==> src/rtl/core/srsw_pkg.sv <==
// ----------------------------------------------------------------------------
// srsw_pkg
// Shared types and constants of the selective-repeat sender window.
// ----------------------------------------------------------------------------
package srsw_pkg;

  // Window geometry.
  localparam int MaxWindow = 16;
  localparam int SlotBits  = $clog2(MaxWindow);
  localparam int CntBits   = SlotBits + 1;
  localparam int SeqBits   = 16;
  localparam int EdgeBits  = SeqBits + 1;
  localparam int WinBits   = 5;

  // Configuration register indexes.
  localparam int CfgIdxBits = 1;
  localparam logic [CfgIdxBits-1:0] RegWindow = 1'd0;
  localparam logic [CfgIdxBits-1:0] RegTotal  = 1'd1;

  // Input command codes.
  localparam logic [1:0] CmdSend    = 2'd0;
  localparam logic [1:0] CmdAck     = 2'd1;
  localparam logic [1:0] CmdRestart = 2'd2;

  // Result kind codes.
  localparam logic [1:0] KindFrame = 2'd0;
  localparam logic [1:0] KindAck   = 2'd1;
  localparam logic [1:0] KindIdle  = 2'd2;

  // Selects which frame number addresses the mark ring.
  localparam logic [1:0] RdNext = 2'd0;
  localparam logic [1:0] RdAck  = 2'd1;
  localparam logic [1:0] RdBase = 2'd2;

  typedef struct packed {
    logic       load;
    logic       restart;
    logic       send_step;
    logic       flush;
    logic       mark;
    logic       slide_step;
    logic       report;
    logic [1:0] rd_sel;
  } srsw_cmd_t;

  typedef struct packed {
    logic send_more;
    logic push_need;
    logic ack_ok;
    logic slide_more;
    logic out_free;
  } srsw_status_t;

endpackage

==> src/rtl/core/srsw_ctrl.sv <==
// ----------------------------------------------------------------------------
// srsw_ctrl
// Sequencer for send passes, acknowledgments and restarts.
// ----------------------------------------------------------------------------
module srsw_ctrl (
  input  logic                   clk_i,
  input  logic                   rst_ni,
  input  logic                   in_valid_i,
  output logic                   in_stall_o,
  input  logic [1:0]             command_i,
  input  srsw_pkg::srsw_status_t status_i,
  output srsw_pkg::srsw_cmd_t    cmd_o
);

  localparam logic [2:0] StIdle   = 3'd0;
  localparam logic [2:0] StSend   = 3'd1;
  localparam logic [2:0] StFlush  = 3'd2;
  localparam logic [2:0] StCheck  = 3'd3;
  localparam logic [2:0] StSlide  = 3'd4;
  localparam logic [2:0] StReport = 3'd5;

  logic [2:0] state_q, state_d;

  always_ff @(posedge clk_i or negedge rst_ni) begin
    if (!rst_ni) begin
      state_q <= StIdle;
    end else begin
      state_q <= state_d;
    end
  end

  assign in_stall_o = (state_q != StIdle);

  always_comb begin
    state_d = state_q;
    cmd_o   = '0;
    cmd_o.rd_sel = srsw_pkg::RdBase;
    unique case (state_q)
      StIdle: begin
        if (in_valid_i) begin
          cmd_o.load = 1'b1;
          unique case (command_i)
            srsw_pkg::CmdSend:    state_d = StSend;
            srsw_pkg::CmdAck:     state_d = StCheck;
            srsw_pkg::CmdRestart: cmd_o.restart = 1'b1;
            default:              state_d = StIdle;
          endcase
        end
      end
      StSend: begin
        cmd_o.rd_sel = srsw_pkg::RdNext;
        if (status_i.send_more) begin
          // A frame that displaces the pending one needs the output register.
          if (!(status_i.push_need && !status_i.out_free)) begin
            cmd_o.send_step = 1'b1;
          end
        end else begin
          state_d = StFlush;
        end
      end
      StFlush: begin
        if (status_i.out_free) begin
          cmd_o.flush = 1'b1;
          state_d     = StIdle;
        end
      end
      StCheck: begin
        cmd_o.rd_sel = srsw_pkg::RdAck;
        if (status_i.ack_ok) begin
          cmd_o.mark = 1'b1;
          state_d    = StSlide;
        end else begin
          state_d = StReport;
        end
      end
      StSlide: begin
        if (status_i.slide_more) begin
          cmd_o.slide_step = 1'b1;
        end else begin
          state_d = StReport;
        end
      end
      StReport: begin
        if (status_i.out_free) begin
          cmd_o.report = 1'b1;
          state_d      = StIdle;
        end
      end
      default: state_d = StIdle;
    endcase
  end

endmodule

==> src/rtl/core/srsw_datapath.sv <==
// ----------------------------------------------------------------------------
// srsw_datapath
// Window registers, acknowledgment ring, pending frame and output register.
// ----------------------------------------------------------------------------
module srsw_datapath (
  input  logic                                  clk_i,
  input  logic                                  rst_ni,
  input  logic                                  cfg_we_i,
  input  logic [srsw_pkg::CfgIdxBits-1:0]       cfg_index_i,
  input  logic [srsw_pkg::SeqBits-1:0]          cfg_data_i,
  input  logic [srsw_pkg::SeqBits-1:0]          ack_frame_i,
  input  srsw_pkg::srsw_cmd_t                   cmd_i,
  output srsw_pkg::srsw_status_t                status_o,
  input  logic                                  out_stall_i,
  output logic                                  out_valid_o,
  output logic [1:0]                            kind_o,
  output logic [srsw_pkg::SeqBits-1:0]          frame_number_o,
  output logic [srsw_pkg::SeqBits-1:0]          send_base_o,
  output logic                                  accepted_o,
  output logic                                  all_done_o,
  output logic                                  last_o
);

  localparam int SeqBits  = srsw_pkg::SeqBits;
  localparam int SlotBits = srsw_pkg::SlotBits;
  localparam int CntBits  = srsw_pkg::CntBits;
  localparam int EdgeBits = srsw_pkg::EdgeBits;
  localparam int WinBits  = srsw_pkg::WinBits;

  logic [WinBits-1:0]            window_q;
  logic [SeqBits-1:0]            total_q;
  logic [SeqBits-1:0]            base_q, base_d;
  logic [SeqBits-1:0]            next_q, next_d;
  logic [srsw_pkg::MaxWindow-1:0] marks_q, marks_d;
  logic [SeqBits-1:0]            ackf_q;
  logic [CntBits-1:0]            cnt_q, cnt_d;
  logic                          pend_valid_q, pend_valid_d;
  logic [SeqBits-1:0]            pend_frame_q;
  logic                          acc_q, acc_d;
  logic                          out_valid_q;

  logic [WinBits-1:0]  w_eff;
  logic [EdgeBits-1:0] edge_full, edge_clip;
  logic [SlotBits-1:0] rd_slot;
  logic                mark_rd;
  logic                iter_left;
  logic                base_open;
  logic                out_free;
  logic                push_frame;
  logic                out_load;

  // Window size, clamped to the range the ring can cover.
  always_comb begin
    if (window_q == '0) begin
      w_eff = WinBits'(1);
    end else if (window_q > WinBits'(srsw_pkg::MaxWindow)) begin
      w_eff = WinBits'(srsw_pkg::MaxWindow);
    end else begin
      w_eff = window_q;
    end
  end

  assign edge_full = {1'b0, base_q} + EdgeBits'(w_eff);
  assign edge_clip = (edge_full > {1'b0, total_q}) ? {1'b0, total_q} : edge_full;

  always_comb begin
    unique case (cmd_i.rd_sel)
      srsw_pkg::RdNext: rd_slot = next_q[SlotBits-1:0];
      srsw_pkg::RdAck:  rd_slot = ackf_q[SlotBits-1:0];
      default:          rd_slot = base_q[SlotBits-1:0];
    endcase
  end

  assign mark_rd   = marks_q[rd_slot];
  assign iter_left = (cnt_q < CntBits'(srsw_pkg::MaxWindow));
  assign base_open = (base_q < total_q);
  assign out_free  = !out_valid_q || !out_stall_i;

  assign status_o.send_more  = iter_left && ({1'b0, next_q} < edge_clip);
  assign status_o.push_need  = !mark_rd && pend_valid_q;
  assign status_o.ack_ok     = (ackf_q >= base_q) && ({1'b0, ackf_q} < edge_full) &&
                               (ackf_q < total_q) && !mark_rd;
  assign status_o.slide_more = iter_left && base_open && mark_rd;
  assign status_o.out_free   = out_free;

  assign push_frame = cmd_i.send_step && !mark_rd && pend_valid_q;
  assign out_load   = push_frame || cmd_i.flush || cmd_i.report;

  always_comb begin
    base_d       = base_q;
    next_d       = next_q;
    marks_d      = marks_q;
    cnt_d        = cnt_q;
    pend_valid_d = pend_valid_q;
    acc_d        = acc_q;
    if (cmd_i.load) begin
      cnt_d        = '0;
      pend_valid_d = 1'b0;
      acc_d        = 1'b0;
    end
    if (cmd_i.restart) begin
      base_d  = '0;
      next_d  = '0;
      marks_d = '0;
    end
    if (cmd_i.send_step) begin
      next_d = next_q + SeqBits'(1);
      cnt_d  = cnt_q + CntBits'(1);
      if (!mark_rd) begin
        pend_valid_d = 1'b1;
      end
    end
    if (cmd_i.mark) begin
      marks_d[ackf_q[SlotBits-1:0]] = 1'b1;
      acc_d = 1'b1;
    end
    if (cmd_i.slide_step) begin
      marks_d[base_q[SlotBits-1:0]] = 1'b0;
      base_d = base_q + SeqBits'(1);
      cnt_d  = cnt_q + CntBits'(1);
    end
  end

  always_ff @(posedge clk_i or negedge rst_ni) begin
    if (!rst_ni) begin
      window_q     <= WinBits'(4);
      total_q      <= SeqBits'(10);
      base_q       <= '0;
      next_q       <= '0;
      marks_q      <= '0;
      cnt_q        <= '0;
      pend_valid_q <= 1'b0;
      acc_q        <= 1'b0;
      out_valid_q  <= 1'b0;
    end else begin
      if (cfg_we_i) begin
        unique case (cfg_index_i)
          srsw_pkg::RegWindow: window_q <= cfg_data_i[WinBits-1:0];
          srsw_pkg::RegTotal:  total_q  <= cfg_data_i;
          default:             window_q <= window_q;
        endcase
      end
      base_q       <= base_d;
      next_q       <= next_d;
      marks_q      <= marks_d;
      cnt_q        <= cnt_d;
      pend_valid_q <= pend_valid_d;
      acc_q        <= acc_d;
      if (out_load) begin
        out_valid_q <= 1'b1;
      end else if (!out_stall_i) begin
        out_valid_q <= 1'b0;
      end
    end
  end

  // Payload registers.
  always_ff @(posedge clk_i) begin
    if (cmd_i.load) begin
      ackf_q <= ack_frame_i;
    end
    if (cmd_i.send_step && !mark_rd) begin
      pend_frame_q <= next_q;
    end
    if (out_load) begin
      send_base_o <= base_q;
      all_done_o  <= !base_open;
      if (cmd_i.report) begin
        kind_o         <= srsw_pkg::KindAck;
        frame_number_o <= '0;
        accepted_o     <= acc_q;
        last_o         <= 1'b1;
      end else if (cmd_i.flush && !pend_valid_q) begin
        kind_o         <= srsw_pkg::KindIdle;
        frame_number_o <= '0;
        accepted_o     <= 1'b0;
        last_o         <= 1'b1;
      end else begin
        // The held frame is final only when the pass ends without another.
        kind_o         <= srsw_pkg::KindFrame;
        frame_number_o <= pend_frame_q;
        accepted_o     <= 1'b0;
        last_o         <= cmd_i.flush;
      end
    end
  end

  assign out_valid_o = out_valid_q;

endmodule

==> src/rtl/core/selective_repeat_sender_window.sv <==
// ----------------------------------------------------------------------------
// selective_repeat_sender_window
// Sender window of a selective-repeat ARQ link.
// ----------------------------------------------------------------------------
// One item is worked on at a time. A send pass scans one frame number per
// cycle, unless a displaced frame waits for a busy output register, over at
// most 16 frame numbers and then flushes the held frame; an acknowledgment
// is checked and then reported if refused, or marked, followed by a slide of
// the base over the marked slots and a report if accepted; a restart is done
// in the idle state. Each result word leaves through a single output register,
// so a stalled output holds the send, flush and report steps. The base slide
// and the send scan both run through the same one-slot-per-cycle access to the mark ring.
// ----------------------------------------------------------------------------
module selective_repeat_sender_window (
  input  logic                                clk_i,
  input  logic                                rst_ni,
  input  logic                                cfg_valid_i,
  output logic                                cfg_ready_o,
  input  logic [srsw_pkg::CfgIdxBits-1:0]     cfg_index_i,
  input  logic [srsw_pkg::SeqBits-1:0]        cfg_data_i,
  input  logic                                in_valid_i,
  output logic                                in_stall_o,
  input  logic [1:0]                          command_i,
  input  logic [srsw_pkg::SeqBits-1:0]        ack_frame_i,
  output logic                                out_valid_o,
  input  logic                                out_stall_i,
  output logic [1:0]                          kind_o,
  output logic [srsw_pkg::SeqBits-1:0]        frame_number_o,
  output logic [srsw_pkg::SeqBits-1:0]        send_base_o,
  output logic                                accepted_o,
  output logic                                all_done_o,
  output logic                                last_o
);

  srsw_pkg::srsw_cmd_t    cmd;
  srsw_pkg::srsw_status_t status;

  assign cfg_ready_o = 1'b1;

  srsw_ctrl u_ctrl (
    .clk_i      (clk_i),
    .rst_ni     (rst_ni),
    .in_valid_i (in_valid_i),
    .in_stall_o (in_stall_o),
    .command_i  (command_i),
    .status_i   (status),
    .cmd_o      (cmd)
  );

  srsw_datapath u_datapath (
    .clk_i          (clk_i),
    .rst_ni         (rst_ni),
    .cfg_we_i       (cfg_valid_i && cfg_ready_o),
    .cfg_index_i    (cfg_index_i),
    .cfg_data_i     (cfg_data_i),
    .ack_frame_i    (ack_frame_i),
    .cmd_i          (cmd),
    .status_o       (status),
    .out_stall_i    (out_stall_i),
    .out_valid_o    (out_valid_o),
    .kind_o         (kind_o),
    .frame_number_o (frame_number_o),
    .send_base_o    (send_base_o),
    .accepted_o     (accepted_o),
    .all_done_o     (all_done_o),
    .last_o         (last_o)
  );

  // An idle result is a single word with no frame number.
  assert property (@(posedge clk_i) disable iff (!rst_ni)
    out_valid_o && (kind_o == srsw_pkg::KindIdle) |-> last_o && (frame_number_o == '0))
    else $error("idle result malformed");

  // Ack status is always the only word of its item.
  assert property (@(posedge clk_i) disable iff (!rst_ni)
    out_valid_o && (kind_o == srsw_pkg::KindAck) |-> last_o)
    else $error("ack status without last");

  // Only an ack status can report an accepted acknowledgment.
  assert property (@(posedge clk_i) disable iff (!rst_ni)
    out_valid_o && accepted_o |-> (kind_o == srsw_pkg::KindAck))
    else $error("accepted flag on a non-ack result");

  // A send pass or acknowledgment keeps the input side closed afterwards.
  assert property (@(posedge clk_i) disable iff (!rst_ni)
    in_valid_i && !in_stall_o &&
    ((command_i == srsw_pkg::CmdSend) || (command_i == srsw_pkg::CmdAck)) |=> in_stall_o)
    else $error("input accepted while busy");

endmodule

==> config.mk <==
export PLATFORM = sky130hd
export DESIGN_NAME = selective_repeat_sender_window
export DESIGN_NICKNAME = d
export VERILOG_FILES = /design/src/rtl/core/srsw_pkg.sv /design/src/rtl/core/srsw_ctrl.sv /design/src/rtl/core/srsw_datapath.sv /design/src/rtl/core/selective_repeat_sender_window.sv
export SDC_FILE = /design/constraint.sdc
export NUM_CORES = 1
export LEC_CHECK = 0
export BUFFER_PORTS_ARGS = -buffer_cell sky130_fd_sc_hd__buf_2
export CORE_MARGIN = 5
export CORE_UTILIZATION = 60
export CTS_CLUSTER_DIAMETER = 150
export DETAILED_ROUTE_END_ITERATION = 12
export PLACE_DENSITY = 0.8
export REMOVE_ABC_BUFFERS = 1
export SLEW_MARGIN = 20
export SYNTH_ARGS = -nofsm -noshare
export SYNTH_HDL_FRONTEND = slang
export SYNTH_HIERARCHICAL = 1
export SYNTH_SLANG_ARGS = --single-unit
==> constraint.sdc <==
create_clock -name clk_i -period 8.9 [get_ports clk_i]
set_input_delay 0.445 -clock clk_i [delete_from_list [all_inputs] [get_ports clk_i]]
set_output_delay 0.445 -clock clk_i [all_outputs]
set_load 0.01 [all_outputs]
# After elaboration in Yosys (flattened, before gate mapping)
# Index checks and enable logic that the tools add are counted.
# word_totals
output_inout_bits	40
register_bits	149
wordCells	137
input_bits	40
# op_classes
n_lt_le_gt_ge	13
add_sub_neg	4
reduce_logical	36
muxes	48
n_bitwise	4
n_eq_ne	14
# ops
op	n
16-bit two-way mux	6
16-bit by 17-bit less-than comparator with 1-bit output	2
16-bit by 1-bit adder with 16-bit output, second input constant	2
16-bit less-than comparator	2
5-bit two-way mux	5
1-bit two-way mux	22
16-bit by 5-bit adder with 17-bit output	1
17-bit by 16-bit > comparator with 1-bit output	1
17-bit two-way mux	1
16-bit bitwise AND	1
16-bit greater-or-equal comparator	1
16-bit inverter	1
16-bit OR	1
4-bit by 5-bit less-than comparator with 1-bit output, second input constant	3
3-bit one-hot mux with 5 select lines	1
1-bit logical AND	13
3-bit two-way mux	4
3-bit one-hot mux with 3 select lines	1
1-bit demux with 4-bit select	2
4-bit by 1-bit greater-or-equal comparator with 1-bit output, second input constant	2
2-bit != test, second input constant	4
4-bit one-hot mux with 2 select lines	1
3-bit by 2-bit equality test with 1-bit output, second input constant	2
3-bit equality test, second input constant	2
21 further kinds	38

# Logic depth before layout (Yosys ltp)
# logic_depth
ltp_word	17
mapped_depth	36
ltp_nobuf	34

# Cells and area by module
# Netlist, hierarchy kept.
# by_module_without_submodules
mod	seq_area_each_um2	area_each_um2	cells_per_inst	n_inst
srsw_datapath	4002.6	8770.9	811	1
srsw_ctrl	75.1	351.6	41	1
selective_repeat_sender_window	0.0	11.3	2	1

# Least setup slack after synthesis
# No wires, ideal clock.
# synth_path
kind	register to register
startpoint	register u_datapath.window_q[3]
endpoint	register u_datapath.accepted_o (enable)
required_ns	8.520
path_stages_with_launch	33
synth_period_minus_slack_ns	6.938
setup_ns	0.380
n_path_buf	3
arrival_ns	6.558
slack_ns	1.962
cell_sequence	dfrtp_1 nor3_1 nor2_1 nor2_1 ha_1 inv_1 fa_1 nor2b_1 o31a_1 o21a_1 nand3_1 xnor2_1 ha_1 a21o_1 nand3_1 a21oi_1 a2111oi_0 nand2_1 a21boi_4 buf_6 mux2i_1 ha_1 a21o_1 a2111oi_0 nor2_1 nor4_1 o21ai_0 a41oi_1 nand3b_1 a21oi_1 buf_6 clkbuf_1 a31o_2
# synth_rtl
element	line	rtl
from (decl)	srsw_datapath.sv:30	logic [WinBits-1:0] window_q;
from (signal assigned)	srsw_datapath.sv:126	window_q <= WinBits'(4);
from (signal assigned)	srsw_datapath.sv:138	srsw_pkg::RegWindow: window_q <= cfg_data_i[WinBits-1:0];
from (signal assigned)	srsw_datapath.sv:140	default: window_q <= window_q;
to (signal assigned)	srsw_datapath.sv:171	accepted_o <= acc_q;
to (decl)	srsw_datapath.sv:19	output logic accepted_o,

==> impl_results.md <==
* Share of layout cells above drive strength 1 at 0.167
* Area growth, synth to finish at 12.8%
* Final WL at 21,700 um
* # H-tree levels at 4
* DRC violations left at 0
* Slowest Stage Delay on Critical Path at 0.57 ns
* Port Buf Inserts at 78
* Peak Freq at 0.122 GHz
* Mapped Area at 9130 um^2
* First-pass GRT wire length at 35,200 um
* Gpl congestion at 0.941
* Max-slew violation count at 0
* CTS tree: built
* Net Sw Power at approximately 0.0012 W
* Vias at between 7k and 8k
* Setup WS post-layout at 0.673 ns
* Inserted Clock Buffers at 17
* Power Density at roughly 310 nW/um^2
* Maximum vdd drop at around 0.16 mV
* Initial antenna violation count at 0
* Initial Util at 0.605
* Sw Ratio at 0.385
* Yosys warnings at 6
* GRT overflow at 0
* R2R depth at 35
* Required time of the critical path at approximately 9.2 ns
* # setup viols final at 0
* Seq cells post-synth at 149
* Ys async rst share at 0.537
* Status: completed
* Relative slew slack at 0.398
* Core box area at 15,100 um^2
* Rows at 45
* Worst EP arrival at 8.53 ns
* DR WL/cell at between 15 and 20 um
* Ports at 80
* R2r endpoint: u_datapath/next_q[15]$_DFFE_PN0P_
* Dominant synthesized flop cell: dfrtp_1
* Remaining antenna violation count at 0
* Fin. Hold Viols at 0
* Initial DRC count at 681
* Vias in the first global route at 6,719
* CTS Hold Bufs at 0
* Most frequent cells in the layout: ha_1 (103), buf_2 (77), dfrtp_1 (77)
* Gate Count Post-Synth at 854
* Clock skew at 0.0111 ns
* Post-synthesis sequential area ratio at 0.446
* FILL cells at between 1k and 1.5k
* Commonest non-fill, non-tap cell in the layout: ha_1
* R2r startpoint: u_datapath/window_q[3]$_DFFE_PN0P_
* RSZ-0062 raised after global routing: false
* CP most frequent cell: nor2_1
* Pleak at 4.62 nW
* Drt pass-1 iters at 5
* Comb pwr share at 0.393
* Inst Count DP at 1,101
* # Post-CTS Setup Buffers at 0
* Nets at between 1k and 1.5k
* Tightest Pin Transition at 0.891 ns
* Avg Inst Size Synth at roughly 11 um^2
* Clock Power Share at 0.243
* CP max stage cell: a21boi_4
* TNS Setup at 0 ns
* Longest Clk Path Bufs at 2
* Antenna fix cells at 0
* Post_cts resized at 0
* Int Pwr at 0.00198 W
* EDFF count, synth at 69
* Vias per cell at 6.19
* DP HPWL at 16,100 um
* Largest net degree at the start of global routing at 81
* Die span in y at roughly 130 um
* Finished Layout Cells at 1,133
* Final worst-path cycle share at 0.924
* Worst Setup Start Kind: flip-flop
* Root Driver: clkbuf_16
* Min Tclk post-route at 8.23 ns
* Reg clk slew, reported paths at around 0.06 ns
* Clk Latency, worst-skew pair at 0.43 ns
* Hold WC Path Type: in -> async
* Worst-path maximum fanout at 21
* Worst slack, placed at 1.07 ns
* Die width at 133 um
* # clock sinks at 149
* Worst Setup End Kind: flip-flop
* Die ar. at about 18,000 um^2
* Overall Global Routing Usage at 0.250
* Setup CP Type: reg -> reg
* Flop pwr share at 0.365
* Synth cell types at just over 70
* Flop2flop setup slack at roughly 0.67 ns
* Max_cap viols at 0
## metal layers
metal / global-route usage / share of wire
met5: 0 / 0
met4: 0.0663 / 0.016
met3: 0.0506 / 0.082
met2: 0.404 / 0.47
met1: 0.349 / 0.43
## synth_stat cells (all sizes together), types with 31 or more instances
cell type	n	area, um^2
ha	103	1290
dfrtp	77	1930
edfxtp	69	2070
inv	61	229
nand2	57	214
o21ai	57	289
a21oi	49	245
nor2	42	160
mux2i	40	413
mux2	32	368
nand3	31	155
## cell families (layout without fill, tap and decap cells)
logic type      count (synthesis)  after routing  share of synthesized area
compound gates                197            197                      0.138
xor+xnor                       15             15                     0.0144
fa+ha+maj                     104            104                      0.143
buf+inv                        85            176                     0.0421
flops                         149            149                      0.446
mux                            72             72                     0.0855
other cells                     1              1                   0.000411
simple gates                  231            231                      0.130
## critical path: cells and delay by family, from the launching register on
| kind | cells | cell delay, ns |
|---|---|---|
| and+or+nand+nor | 14 | 2.38 |
| DFF | 1 | 0.40 |
| AOI/OAI and AO/OA | 13 | 3.06 |
| adders and majority gates | 4 | 1.20 |
| muxes | 1 | 0.34 |
| buffers and inverters | 2 | 0.31 |
| xor gates and xnor gates | 1 | 0.39 |
## worst max path at each step
stage / startpoint / endpoint / depth (start not counted)
after floorplan: u_datapath/base_q[0]$_DFFE_PN0P_ / u_datapath/next_q[15]$_DFFE_PN0P_ / 30
after global placement: u_datapath/window_q[3]$_DFFE_PN0P_ / u_datapath/send_base_o[11]$_DFFE_PP_ / 31
after detailed placement: u_datapath/window_q[3]$_DFFE_PN0P_ / u_datapath/send_base_o[11]$_DFFE_PP_ / 31
after CTS: u_datapath/window_q[3]$_DFFE_PN0P_ / u_datapath/frame_number_o[9]$_SDFFCE_PP0P_ / 31
after global routing: u_datapath/window_q[3]$_DFFE_PN0P_ / u_datapath/next_q[15]$_DFFE_PN0P_ / 35
final: u_datapath/window_q[3]$_DFFE_PN0P_ / u_datapath/next_q[15]$_DFFE_PN0P_ / 35
## power by group through the flow
stage / Clock, W / Sequential [W] / Combinational (W)
floorplan: 0 / 0.00118 / 0.000831
global placement: 0 / 0.00118 / 0.00121
detailed placement: 0 / 0.00118 / 0.00124
CTS: 0.000794 / 0.00117 / 0.00126
global route: 0.000823 / 0.00120 / 0.00142
finish: 0.000784 / 0.00118 / 0.00127
## state kept, by name, summed over array words and instances (netlist names)
| signal | count |
|---|---|
| u_ctrl/state_q | 3 |
| u_datapath/acc_q | 1 |
| u_datapath/accepted_o | 1 |
| u_datapath/ackf_q | 16 |
| u_datapath/all_done_o | 1 |
| u_datapath/base_q | 16 |
| u_datapath/cnt_q | 5 |
| u_datapath/frame_number_o | 16 |
| u_datapath/kind_o | 2 |
| u_datapath/last_o | 1 |
| u_datapath/marks_q | 16 |
| u_datapath/next_q | 16 |
| u_datapath/out_valid_o | 1 |
| u_datapath/pend_frame_q | 16 |
| u_datapath/pend_valid_q | 1 |
| u_datapath/send_base_o | 16 |
| u_datapath/total_q | 16 |
| u_datapath/window_q | 5 |
## cell type report
type,instances,area (um^2),share of cell area
Timing Repair Buffer,82,427,0.0414
Clock buffer,17,425,0.0413
Multi-Input combinational cell,620,4690,0.455
Inverter,62,233,0.0226
Sequential cell,149,4080,0.396
Clock inverter,15,215,0.0209
Tap cell,188,235,0.0228
## metrics by stage
| stage | util | power (W) | area, um^2 | hold slack (ns) |
|---|---|---|---|---|
| floorplan | - | 0.00201 | 8980 | 0.149 |
| global placement | 0.639 | 0.00238 | 9650 | 0.469 |
| detailed placement | 0.639 | 0.00243 | 9650 | 0.470 |
| CTS | 0.682 | 0.00323 | 10300 | 0.172 |
| global route | 0.683 | 0.00344 | 10300 | 0.135 |
| finish | 0.683 | 0.00323 | 10300 | 0.0679 |
No activity file was read; power rests on OpenSTA's default activity.
